==> src/rtl/kes_pkg.sv <==
package kes_pkg;

    localparam int FRAC_BITS_DEF    = 26;
    localparam int CORDIC_STEPS_DEF = 28;

    localparam int ECC_W   = 27;
    localparam int ANGLE_W = 31;
    localparam int TOL_W   = 27;
    localparam int ITER_W  = 12;
    localparam int CFG_W   = 31;
    localparam int FVAL_W  = 34;

    localparam logic [63:0] PI_Q60   = 64'h3243F6A8885A308D;
    localparam logic [63:0] GAIN_Q30 = 64'd652032874;

    localparam logic [ANGLE_W-1:0] BRACKET_LOW_RST  = 31'd0;
    localparam logic [ANGLE_W-1:0] BRACKET_HIGH_RST = 31'd1677721600;
    localparam logic [TOL_W-1:0]   TOLERANCE_RST    = 27'd7;
    localparam logic [ITER_W-1:0]  MAX_ITER_RST     = 12'd1000;

    typedef enum logic [1:0] {
        REG_BRACKET_LOW  = 2'd0,
        REG_BRACKET_HIGH = 2'd1,
        REG_TOLERANCE    = 2'd2,
        REG_MAX_ITER     = 2'd3
    } cfg_index_t;

    typedef struct packed {
        logic [ECC_W-1:0]   eccentricity;
        logic [ANGLE_W-1:0] mean_anomaly;
    } kes_in_t;

    typedef struct packed {
        logic [ANGLE_W-1:0] eccentric_anomaly;
        logic [ITER_W-1:0]  iterations_used;
        logic               limit_reached;
    } kes_out_t;

    // status of one evaluation of f(E) = E - e*sin(E) - M
    typedef struct packed {
        logic done;
        logic neg;
        logic zero;
    } fval_res_t;

    // elaboration-time helpers
    function automatic logic [63:0] udiv64(input logic [63:0] n, input logic [63:0] d);
        logic [64:0] rem;
        logic [63:0] q;
        rem = '0;
        q   = '0;
        for (int k = 63; k >= 0; k--) begin
            rem = {rem[63:0], n[k]};
            if (rem >= {1'b0, d}) begin
                rem  = rem - {1'b0, d};
                q[k] = 1'b1;
            end
        end
        return q;
    endfunction

    // atan(2^-i) in Q62 by series
    function automatic logic [63:0] atan_q62(input int i);
        logic [63:0] sum;
        logic [63:0] term;
        int ex;
        sum = '0;
        if (i == 0) begin
            sum = PI_Q60;
        end
        else begin
            for (int k = 0; k < 32; k++) begin
                ex = i * (2 * k + 1);
                if (ex <= 62) begin
                    term = udiv64(64'd1 << (62 - ex), 64'(2 * k + 1));
                    if (k % 2 == 1) begin
                        sum = sum - term;
                    end
                    else begin
                        sum = sum + term;
                    end
                end
            end
        end
        return sum;
    endfunction

    function automatic logic [63:0] rnd_shift(input logic [63:0] v, input int sh);
        return (v + (64'd1 << (sh - 1))) >> sh;
    endfunction

    function automatic logic [63:0] atan_q(input int i, input int frac);
        return rnd_shift(atan_q62(i), 62 - frac);
    endfunction

    function automatic logic [63:0] pi_q(input int frac);
        return rnd_shift(PI_Q60, 60 - frac);
    endfunction

    function automatic logic [63:0] two_pi_q(input int frac);
        return rnd_shift(PI_Q60 << 1, 60 - frac);
    endfunction

    function automatic logic [63:0] half_pi_q(input int frac);
        return rnd_shift(PI_Q60, 61 - frac);
    endfunction

    function automatic logic [63:0] gain_q(input int frac);
        logic [63:0] g;
        if (frac < 30) begin
            g = rnd_shift(GAIN_Q30, 30 - frac);
        end
        else begin
            g = GAIN_Q30 << (frac - 30);
        end
        return g;
    endfunction

endpackage

==> src/rtl/kepler_equation_bisection_solver.sv <==
// Kepler equation solver: finds E with E - e*sin(E) = M by bisection over a
// programmed bracket, all angles unsigned Q5.26 radians.
// in channel: in_valid/in_ready, payload in_data (eccentricity, mean anomaly).
// out channel: out_valid/out_ready, payload out_data (last midpoint,
// number of halvings, limit flag). One result per input item.
// cfg port: cfg_we with cfg_index selects bracket_low, bracket_high,
// tolerance or max_iterations; write only while no solve is in flight.
// Each function evaluation runs on one shared sequential unit: modulo 2*pi
// by shift-subtract, fold, CORDIC_STEPS rotations, multiply, sign test.
// A solve with n halvings needs n + 1 evaluations.
// A bracket already narrower than the tolerance skips the evaluations:
// the transfer goes straight to the finish state, which fills the output
// register once it is free; the block then goes idle for the next item.
// in_ready is high only while no solve runs; a finished result is held in
// the output register, and a new item may be taken while it waits.
// A stalled receiver holds the next result inside the block until taken.
// Reset restores the register defaults and empties the output register.
module kepler_equation_bisection_solver #(
    parameter int FRAC_BITS    = kes_pkg::FRAC_BITS_DEF,
    parameter int CORDIC_STEPS = kes_pkg::CORDIC_STEPS_DEF
) (
    input  logic                        clk,
    input  logic                        rst_n,
    input  logic                        in_valid,
    output logic                        in_ready,
    input  kes_pkg::kes_in_t            in_data,
    output logic                        out_valid,
    input  logic                        out_ready,
    output kes_pkg::kes_out_t           out_data,
    input  logic                        cfg_we,
    input  kes_pkg::cfg_index_t         cfg_index,
    input  logic [kes_pkg::CFG_W-1:0]   cfg_data
);
    import kes_pkg::*;

    typedef enum logic [4:0] {
        S_IDLE   = 5'b00001,
        S_EVAL_A = 5'b00010,
        S_MID    = 5'b00100,
        S_EVAL_S = 5'b01000,
        S_FINISH = 5'b10000
    } state_t;

    state_t state_reg, state_next;

    logic [ANGLE_W-1:0] bracket_low_reg, bracket_high_reg;
    logic [TOL_W-1:0]   tolerance_reg;
    logic [ITER_W-1:0]  max_iter_reg;

    logic [ANGLE_W-1:0] a_reg, b_reg, s_reg;
    logic [ECC_W-1:0]   ecc_reg;
    logic [ANGLE_W-1:0] nt_reg;
    logic [TOL_W-1:0]   tol_reg;
    logic [ITER_W-1:0]  maxit_reg;
    logic [ITER_W-1:0]  iters_reg;
    logic               limit_reg;
    logic               sa_neg_reg, sa_zero_reg;
    logic               out_valid_reg;
    kes_out_t           out_reg;

    fval_res_t          fres;
    logic               fstart;
    logic [ANGLE_W-1:0] farg;

    function automatic logic [ANGLE_W-1:0] mid_of(input logic [ANGLE_W-1:0] x,
                                                  input logic [ANGLE_W-1:0] y);
        logic [ANGLE_W:0] sum;
        sum = {1'b0, x} + {1'b0, y};
        return sum[ANGLE_W:1];
    endfunction

    function automatic logic wide_of(input logic [ANGLE_W-1:0] x,
                                     input logic [ANGLE_W-1:0] y,
                                     input logic [TOL_W-1:0] t);
        logic [ANGLE_W-1:0] w;
        w = (x > y) ? x - y : y - x;
        return w >= ANGLE_W'(t);
    endfunction

    logic               start_wide;
    logic               take_b;
    logic [ANGLE_W-1:0] a_new, b_new;
    logic               new_wide;
    logic               at_limit;

    assign start_wide = wide_of(bracket_low_reg, bracket_high_reg, tolerance_reg);
    assign take_b = fres.zero || sa_zero_reg || (fres.neg != sa_neg_reg);
    assign a_new  = take_b ? a_reg : s_reg;
    assign b_new  = take_b ? s_reg : b_reg;
    assign new_wide = wide_of(a_new, b_new, tol_reg);
    assign at_limit = (iters_reg >= maxit_reg);

    assign in_ready  = (state_reg == S_IDLE);
    assign out_valid = out_valid_reg;
    assign out_data  = out_reg;

    assign fstart = (state_reg == S_IDLE && in_valid && start_wide) || (state_reg == S_MID);
    assign farg   = (state_reg == S_IDLE) ? bracket_low_reg : mid_of(a_reg, b_reg);

    kes_fval #(
        .FRAC_BITS    (FRAC_BITS),
        .CORDIC_STEPS (CORDIC_STEPS)
    ) u_fval (
        .clk   (clk),
        .rst_n (rst_n),
        .start (fstart),
        .arg   (farg),
        .ecc   (ecc_reg),
        .nt    (nt_reg),
        .res   (fres)
    );

    always_ff @(posedge clk or negedge rst_n)
    begin
        if (!rst_n)
        begin
            bracket_low_reg  <= BRACKET_LOW_RST;
            bracket_high_reg <= BRACKET_HIGH_RST;
            tolerance_reg    <= TOLERANCE_RST;
            max_iter_reg     <= MAX_ITER_RST;
        end
        else if (cfg_we)
        begin
            case (cfg_index)
                REG_BRACKET_LOW:  bracket_low_reg  <= cfg_data[ANGLE_W-1:0];
                REG_BRACKET_HIGH: bracket_high_reg <= cfg_data[ANGLE_W-1:0];
                REG_TOLERANCE:    tolerance_reg    <= cfg_data[TOL_W-1:0];
                REG_MAX_ITER:     max_iter_reg     <= cfg_data[ITER_W-1:0];
                default:          max_iter_reg     <= max_iter_reg;
            endcase
        end
    end

    always_comb
    begin
        state_next = state_reg;
        case (state_reg)
            S_IDLE:
                if (in_valid) state_next = start_wide ? S_EVAL_A : S_FINISH;
            S_EVAL_A:
                if (fres.done) state_next = S_MID;
            S_MID:
                state_next = S_EVAL_S;
            S_EVAL_S:
                if (fres.done) state_next = (at_limit || !new_wide) ? S_FINISH : S_MID;
            S_FINISH:
                if (!out_valid_reg || out_ready) state_next = S_IDLE;
            default:
                state_next = S_IDLE;
        endcase
    end

    always_ff @(posedge clk or negedge rst_n)
    begin
        if (!rst_n)
        begin
            state_reg     <= S_IDLE;
            out_valid_reg <= 1'b0;
            iters_reg     <= '0;
            maxit_reg     <= MAX_ITER_RST;
        end
        else
        begin
            state_reg <= state_next;
            if (state_reg == S_FINISH && (!out_valid_reg || out_ready))
            begin
                out_valid_reg <= 1'b1;
            end
            else if (out_ready)
            begin
                out_valid_reg <= 1'b0;
            end
            if (state_reg == S_IDLE && in_valid)
            begin
                iters_reg <= '0;
                // a zero limit acts as one halving
                maxit_reg <= (max_iter_reg == '0) ? ITER_W'(1) : max_iter_reg;
            end
            else if (state_reg == S_MID)
            begin
                iters_reg <= iters_reg + 1'b1;
            end
        end
    end

    always_ff @(posedge clk)
    begin
        case (state_reg)
            S_IDLE:
            begin
                if (in_valid)
                begin
                    a_reg     <= bracket_low_reg;
                    b_reg     <= bracket_high_reg;
                    s_reg     <= mid_of(bracket_low_reg, bracket_high_reg);
                    ecc_reg   <= in_data.eccentricity;
                    nt_reg    <= in_data.mean_anomaly;
                    tol_reg   <= tolerance_reg;
                    limit_reg <= 1'b0;
                end
            end
            S_EVAL_A:
            begin
                if (fres.done)
                begin
                    sa_neg_reg  <= fres.neg;
                    sa_zero_reg <= fres.zero;
                end
            end
            S_MID:
            begin
                s_reg <= mid_of(a_reg, b_reg);
            end
            S_EVAL_S:
            begin
                if (fres.done)
                begin
                    a_reg     <= a_new;
                    b_reg     <= b_new;
                    limit_reg <= new_wide;
                    // kept end moved to the midpoint, so its sign is known
                    if (!take_b)
                    begin
                        sa_neg_reg  <= fres.neg;
                        sa_zero_reg <= fres.zero;
                    end
                end
            end
            S_FINISH:
            begin
                if (!out_valid_reg || out_ready)
                begin
                    out_reg.eccentric_anomaly <= s_reg;
                    out_reg.iterations_used   <= iters_reg;
                    out_reg.limit_reached     <= limit_reg;
                end
            end
            default:
            begin
            end
        endcase
    end

`ifndef SYNTH
    assert property (@(posedge clk) disable iff (!rst_n)
        fres.done |-> (state_reg == S_EVAL_A || state_reg == S_EVAL_S))
        else $error("evaluation finished outside an evaluation state");

    assert property (@(posedge clk) disable iff (!rst_n)
        state_reg != S_IDLE |-> iters_reg <= maxit_reg)
        else $error("halving count passed the limit");

    assert property (@(posedge clk) disable iff (!rst_n)
        in_valid && in_ready |=> !in_ready)
        else $error("second transfer taken while a solve is in flight");

    assert property (@(posedge clk) disable iff (!rst_n)
        state_reg == S_MID |=> !fres.done)
        else $error("evaluation finished without running");
`endif

endmodule

==> src/rtl/kes_fval.sv <==
module kes_fval #(
    parameter int FRAC_BITS    = kes_pkg::FRAC_BITS_DEF,
    parameter int CORDIC_STEPS = kes_pkg::CORDIC_STEPS_DEF
) (
    input  logic                          clk,
    input  logic                          rst_n,
    input  logic                          start,
    input  logic [kes_pkg::ANGLE_W-1:0]   arg,
    input  logic [kes_pkg::ECC_W-1:0]     ecc,
    input  logic [kes_pkg::ANGLE_W-1:0]   nt,
    output kes_pkg::fval_res_t            res
);
    import kes_pkg::*;

    localparam int QB   = (FRAC_BITS >= 29) ? 1 : 30 - FRAC_BITS;
    localparam int RW   = FRAC_BITS + 3 + QB;
    localparam int CW   = FRAC_BITS + 3;
    localparam int FW   = FRAC_BITS + 4;
    localparam int PW   = ECC_W + CW - 1;
    localparam int QCW  = (QB > 1) ? $clog2(QB) : 1;
    localparam int SW   = $clog2(CORDIC_STEPS);

    localparam logic [RW-1:0]        MOD_TOP = RW'(two_pi_q(FRAC_BITS)) << (QB - 1);
    localparam logic signed [FW-1:0] PI_S    = FW'(pi_q(FRAC_BITS));
    localparam logic signed [FW-1:0] TWO_PI_S = FW'(two_pi_q(FRAC_BITS));
    localparam logic signed [FW-1:0] HALF_PI_S = FW'(half_pi_q(FRAC_BITS));
    localparam logic signed [CW-1:0] GAIN_S  = CW'(gain_q(FRAC_BITS));
    localparam logic [PW-1:0]        HALF_LSB = PW'(1) << (FRAC_BITS - 1);
    localparam logic [QCW-1:0]       QCNT_TOP = QCW'(QB - 1);
    localparam logic [SW-1:0]        STEP_LAST = SW'(CORDIC_STEPS - 1);

    typedef enum logic [5:0] {
        F_IDLE   = 6'b000001,
        F_REDUCE = 6'b000010,
        F_FOLD   = 6'b000100,
        F_ROTATE = 6'b001000,
        F_MULT   = 6'b010000,
        F_SIGN   = 6'b100000
    } fstate_t;

    fstate_t state_reg, state_next;

    logic [ANGLE_W-1:0]    arg_reg;
    logic [RW-1:0]         rem_reg;
    logic [RW-1:0]         mod_reg;
    logic [QCW-1:0]        qcnt_reg;
    logic [SW-1:0]         step_reg;
    logic signed [CW-1:0]  x_reg, y_reg, z_reg;
    logic [PW-1:0]         prod_reg;
    logic                  yneg_reg;

    logic signed [CW-1:0]  atan_tab [CORDIC_STEPS];

    for (genvar g = 0; g < CORDIC_STEPS; g++) begin : g_atan
        assign atan_tab[g] = CW'(atan_q(g, FRAC_BITS));
    end

    logic signed [FW-1:0]  r0, r1, r2;
    logic signed [CW-1:0]  dx, dy, ang;
    logic signed [CW-1:0]  yneg_val;
    logic [CW-2:0]         ymag;
    logic [FVAL_W-1:0]     l_ext, p_ext, nt_ext, f_val;

    always_comb
    begin
        // fold the reduced angle into [-pi/2, pi/2]
        r0 = {1'b0, rem_reg[FRAC_BITS+2:0]};
        r1 = (r0 > PI_S) ? r0 - TWO_PI_S : r0;
        if (r1 > HALF_PI_S)
        begin
            r2 = PI_S - r1;
        end
        else if (r1 < -HALF_PI_S)
        begin
            r2 = -PI_S - r1;
        end
        else
        begin
            r2 = r1;
        end
    end

    assign dx   = y_reg >>> step_reg;
    assign dy   = x_reg >>> step_reg;
    assign ang  = atan_tab[step_reg];
    assign yneg_val = -y_reg;
    assign ymag = y_reg[CW-1] ? yneg_val[CW-2:0] : y_reg[CW-2:0];

    assign l_ext  = FVAL_W'(arg_reg);
    assign nt_ext = FVAL_W'(nt);
    assign p_ext  = FVAL_W'(prod_reg[PW-1:FRAC_BITS]);
    assign f_val  = yneg_reg ? l_ext + p_ext - nt_ext : l_ext - p_ext - nt_ext;

    assign res.done = (state_reg == F_SIGN);
    assign res.neg  = f_val[FVAL_W-1];
    assign res.zero = (f_val == '0);

    always_comb
    begin
        state_next = state_reg;
        case (state_reg)
            F_IDLE:   if (start) state_next = F_REDUCE;
            F_REDUCE: if (qcnt_reg == '0) state_next = F_FOLD;
            F_FOLD:   state_next = F_ROTATE;
            F_ROTATE: if (step_reg == STEP_LAST) state_next = F_MULT;
            F_MULT:   state_next = F_SIGN;
            F_SIGN:   state_next = F_IDLE;
            default:  state_next = F_IDLE;
        endcase
    end

    always_ff @(posedge clk or negedge rst_n)
    begin
        if (!rst_n)
        begin
            state_reg <= F_IDLE;
        end
        else
        begin
            state_reg <= state_next;
        end
    end

    always_ff @(posedge clk)
    begin
        case (state_reg)
            F_IDLE:
            begin
                arg_reg  <= arg;
                rem_reg  <= RW'(arg);
                mod_reg  <= MOD_TOP;
                qcnt_reg <= QCNT_TOP;
            end
            F_REDUCE:
            begin
                if (rem_reg >= mod_reg)
                begin
                    rem_reg <= rem_reg - mod_reg;
                end
                mod_reg  <= mod_reg >> 1;
                qcnt_reg <= qcnt_reg - 1'b1;
            end
            F_FOLD:
            begin
                z_reg    <= r2[CW-1:0];
                x_reg    <= GAIN_S;
                y_reg    <= '0;
                step_reg <= '0;
            end
            F_ROTATE:
            begin
                if (!z_reg[CW-1])
                begin
                    x_reg <= x_reg - dx;
                    y_reg <= y_reg + dy;
                    z_reg <= z_reg - ang;
                end
                else
                begin
                    x_reg <= x_reg + dx;
                    y_reg <= y_reg - dy;
                    z_reg <= z_reg + ang;
                end
                step_reg <= step_reg + 1'b1;
            end
            F_MULT:
            begin
                prod_reg <= PW'(ecc) * PW'(ymag) + HALF_LSB;
                yneg_reg <= y_reg[CW-1];
            end
            default:
            begin
            end
        endcase
    end

endmodule

==> config.mk <==
export PLATFORM = sky130hd
export DESIGN_NAME = kepler_equation_bisection_solver
export DESIGN_NICKNAME = d
export VERILOG_FILES = /design/src/rtl/kes_pkg.sv /design/src/rtl/kepler_equation_bisection_solver.sv /design/src/rtl/kes_fval.sv
export SDC_FILE = /design/constraint.sdc
export NUM_CORES = 2
export LEC_CHECK = 0
export BUFFER_PORTS_ARGS = -buffer_cell sky130_fd_sc_hd__buf_4
export CAP_MARGIN = 25
export CORE_MARGIN = 3
export CORE_UTILIZATION = 60
export DETAILED_ROUTE_END_ITERATION = 10
export PLACE_DENSITY = 0.79
export SETUP_SLACK_MARGIN = 0.4
export SYNTH_ARGS = -nofsm -noshare
export SYNTH_HDL_FRONTEND = slang
export SYNTH_HIERARCHICAL = 1
export SYNTH_SLANG_ARGS = --single-unit
==> constraint.sdc <==
create_clock -name clk -period 16.35 [get_ports clk]
set_clock_uncertainty 0.05 [all_clocks]
set_input_delay 2.4525 -clock clk [delete_from_list [all_inputs] [get_ports clk]]
set_output_delay 2.4525 -clock clk [all_outputs]
set_load 0.02 [all_outputs]
==> results by group <==
Timing
  – Unrepaired setup endpoints after global routing: false
  – Total negative setup slack: 0 ns
  – Pins Over Slew Limit: 0
  – Max frequency: 69.82 MHz
  – Hold violation count in the final report: 0
  – Worst slew margin: 20.77%
  – # setup viols final: 0
  – Slew @ Worst Pin: 1.176 ns
  – Shortest period the worst path allows: 14.32 ns
  – Fraction of the cycle the final worst path needs: 87.59%
  – Worst hold margin: 0.4305 ns
  – Fin worst setup slack: 2.028 ns

Power and ir drop
  – Switching power: 0.008333 W
  – Part of the total power dissipated in the clock network: 11.0%
  – Sw Ratio: 53.07%
  – Int Power: 0.007367 W
  – Cell area power density: 187.5 mW/mm^2
  – Peak ir drop on the vdd network: 136.3 uV
  – Portion of total power attributed to combinational logic: 71.9%
  – Static leakage: 38.92 nW
  – Proportion of power drawn by flip-flops and latches: 17.1%

Placement
  – Estimated wirelength of the detail-placed design: 189400 um
  – Buffers added on ports: 141
  – Post-placement cell count: 10350
  – Setup Slack @ Placement: 2.209 ns
  – Area after detailed placement: 0.08096 mm^2
  – Final weighted congestion in routability-driven placement: 0.9902

Yosys
  – Number of synthesized flops with an enable pin: 445
  – Synth top area share: 17.69%
  – Cell Area, Synth: 0.07810 mm^2
  – Biggest area consumer among synthesized cells: fa_1
  – Post-synthesis cell count: 8776
  – Netlist cell types: 118
  – Synth Warn #: 6
  – Most common flop cell mapped by yosys: edfxtp_1
  – Async set-or-reset flop fraction in the synthesized netlist: 23.54%
  – Top cells by area in the synthesized netlist: fa_1, edfxtp_1, ha_1
  – Syn Nets: 10250
  – Proportion of synthesized chip area in sequential cells: 21.53%
  – Per-instance average area after synthesis: 8.900 um^2
  – Number of flip-flops and latches in the synthesized netlist: 582

Min path
  – Path type of the worst min-delay path: reg -> reg
  – Depth of the worst hold-timing path: 0
  – Min-Delay Endpoint: tol_reg[20]$_DFFE_PP_
  – Startpoint of the most critical hold path: tolerance_reg[20]$_DFFE_PN0P_

Drt
  – Wire length reported by the detailed router: 241500 um
  – Number of detailed-routing iterations run before antenna repair: 8
  – Mean routed wirelength per cell: 22.98 um
  – DR iter-0 viols: 6658
  – Number of remaining DRC errors: 0
  – Post-DRT Antenna Nets: 0
  – Via density per instance: 6.289
  – Via count of the routed design: 66090

Critical path
  – Signal arrival time at the worst endpoint: 14.84 ns
  – Count of cells along the worst register-to-register path: 55
  – Worst reg2reg setup slack: 2.03 ns
  – Endpoint of the worst-slack reg-to-reg timing path: state_reg[4]$_DFFE_PN0P_
  – Reg-to-reg critical path startpoint: u_fval/arg_reg[0]$_DFFE_PP_
  – Gate family responsible for the most delay along the worst path: compound AO/OA/AOI/OAI gates
  – Largest fanout of any net on the critical path: 39
  – Worst setup EP type: flop
  – Data required time of the critical path: 16.87 ns
  – Buffers & Inverters on Critical Path: 7
  – Critical path's slowest cell: nor2_4
  – Kind of launch point of the worst setup path: flop
  – Slowest cell delay on critical path: 0.68 ns
  – Crit path kind: reg -> reg

Die
  – Vertical die dimension: 366.8 um
  – Total I/O pin count: 142
  – Initial Utilization: 60.86%
  – Area of the placeable core: 0.1283 mm^2
  – Total Die Area: 0.1345 mm^2
  – Overall die width: 366.8 um
  – FP Rows: 131

Flow run
  – Max Cap Violations: 0

Clock network
  – Number of sinks handled by clock tree synthesis: 582
  – Clock tree from TritonCTS: done
  – Worst skew pair latency: 0.69 ns
  – CTS HTree Levels: 3
  – Clock Tree Root: clkbuf_16
  – Total setup buffers inserted after CTS: 0
  – Number of hold buffers added after cts: 0
  – Clock edge transition at the registers on the reported setup and hold paths: 0.06 ns
  – Post-CTS sizing: 0
  – Maximum clock insertion buffer count: 3
  – Number of buffers created by CTS: 75

Global route
  – Maximum number of pins on one net before global-route repair: 85
  – Wire length of the first global-routing pass: 374900 um
  – Total routing usage reported by global routing: 35.43%
  – Overflow left after global routing: 0
  – Number of antenna violations at the first check in global routing: 9
  – Vias in the first global route: 65550

Final layout
  – Fraction of layout cells with a size suffix above 1: 8.083%
  – Area delta synth->final: 7.196%
  – Leading cell type in the layout, fill and taps excluded: inv_1
  – Count of nets after finishing: 10180
  – Layout fillers: 10540
  – Most frequent cells in the layout: inv_1, nand2_1, fa_1
  – Flip-flop count of the largest register, all copies and words added: 44
  – Final non-filler cell total: 10510
  – Total non-filler cell area in the finished layout: 0.08372 mm^2

Status
  – Outcome: complete, no violations
[final cells by class]
cell class                 instances  area (um^2)  share of cell area (%)
multi-input combinational       6602        55580                   66.39
sequential                       582        16820                   20.09
inverter                        1190         4469                   5.338
tap                             1729         2163                   2.584
clock buffer                     104         2161                   2.581
timing repair buffer             260         2097                   2.505
clock inverter                    34        415.4                  0.4962
antenna                            7        17.52                 0.02092
[Yosys cell counts, types with 67 or more instances]
cell type and number:
nor2_1 496, nor2b_1 73, mux4_2 75, inv_1 1184
a21oi_1 494, a211oi_1 67, nand2_1 921, ha_1 686
o21ai_0 460, a21o_1 179, nor3_1 116, xnor2_1 269
mux2_2 99, nand3_1 111, dfrtp_1 117, mux2i_1 112
edfxtp_1 445, clkbuf_1 296, xor2_1 173, nand4_1 81
and2_1 466, fa_1 690, a31oi_1 67, nand2b_1 71
[per-stage QoR]
step	total power (W)	utilization (%)
after floorplan	0.01021	-
after global routing	0.01678	65.23
final	0.01570	65.24
after CTS	0.01541	65.09
after detailed placement	0.01358	63.09
after global placement	0.01342	63.01
[worst reg2reg max path, delay by kind of cell, from the launching register on]
kind                       cells  cell delay, ns
DFF                            1            0.39
xor gates and xnor gates       1            0.17
AOI/OAI and AO/OA             24            5.48
buffers and inverters          7            1.56
adders and majority gates      5            1.70
muxes                          2            0.54
and+or+nand+nor               16            4.35
[cell families (layout without fill, tap and decap cells)]
logic type                 count (synthesis)  in the layout  synth area share (%)
buffers and inverters                   1592           1588                 7.866
adders and majority gates               1378           1378                 28.70
other                                      0              7                     0
muxes                                    287            287                 5.040
DFF                                      582            582                 21.53
and+or+nand+nor                         2629           2629                 16.48
AOI/OAI and AO/OA                       1863           1863                 15.36
xor gates and xnor gates                 445            445                 5.019
[power groups by stage]
stage          combinational, W  clock [W]  sequential [W]
6_report                 0.0113    0.00173         0.00268
5_1_grt                  0.0123    0.00181         0.00271
4_1_cts                  0.0110    0.00176         0.00267
3_5_place_dp             0.0109          0         0.00269
3_3_place_gp             0.0107          0         0.00269
2_1_floorplan           0.00778          0         0.00243
[worst max path at each step]
stage / from / endpoint / slack [ns] / depth (start not counted)
after floorplan: u_fval/arg_reg[1]$_DFFE_PP_ / state_reg[4]$_DFFE_PN0P_ / 4.07 / 56
after CTS: u_fval/arg_reg[0]$_DFFE_PP_ / state_reg[4]$_DFFE_PN0P_ / 2.16 / 54
after global routing: u_fval/arg_reg[0]$_DFFE_PP_ / state_reg[4]$_DFFE_PN0P_ / 0.97 / 54
after detailed placement: u_fval/arg_reg[0]$_DFFE_PP_ / state_reg[4]$_DFFE_PN0P_ / 2.21 / 54
after global placement: u_fval/arg_reg[0]$_DFFE_PP_ / state_reg[4]$_DFFE_PN0P_ / 2.54 / 54
final: u_fval/arg_reg[0]$_DFFE_PP_ / state_reg[4]$_DFFE_PN0P_ / 2.03 / 55
[layer usage]
layer	GRT usage (%)	part of all wire (%)	vias up
met5	0	0.0079	-
met4	14.78	4.8	4
met3	7.291	10	548
met2	53.61	43	3427
met1	49.72	42	32360
li1	-	-	29760
Note: power is estimated with default switching activity, not from simulation.
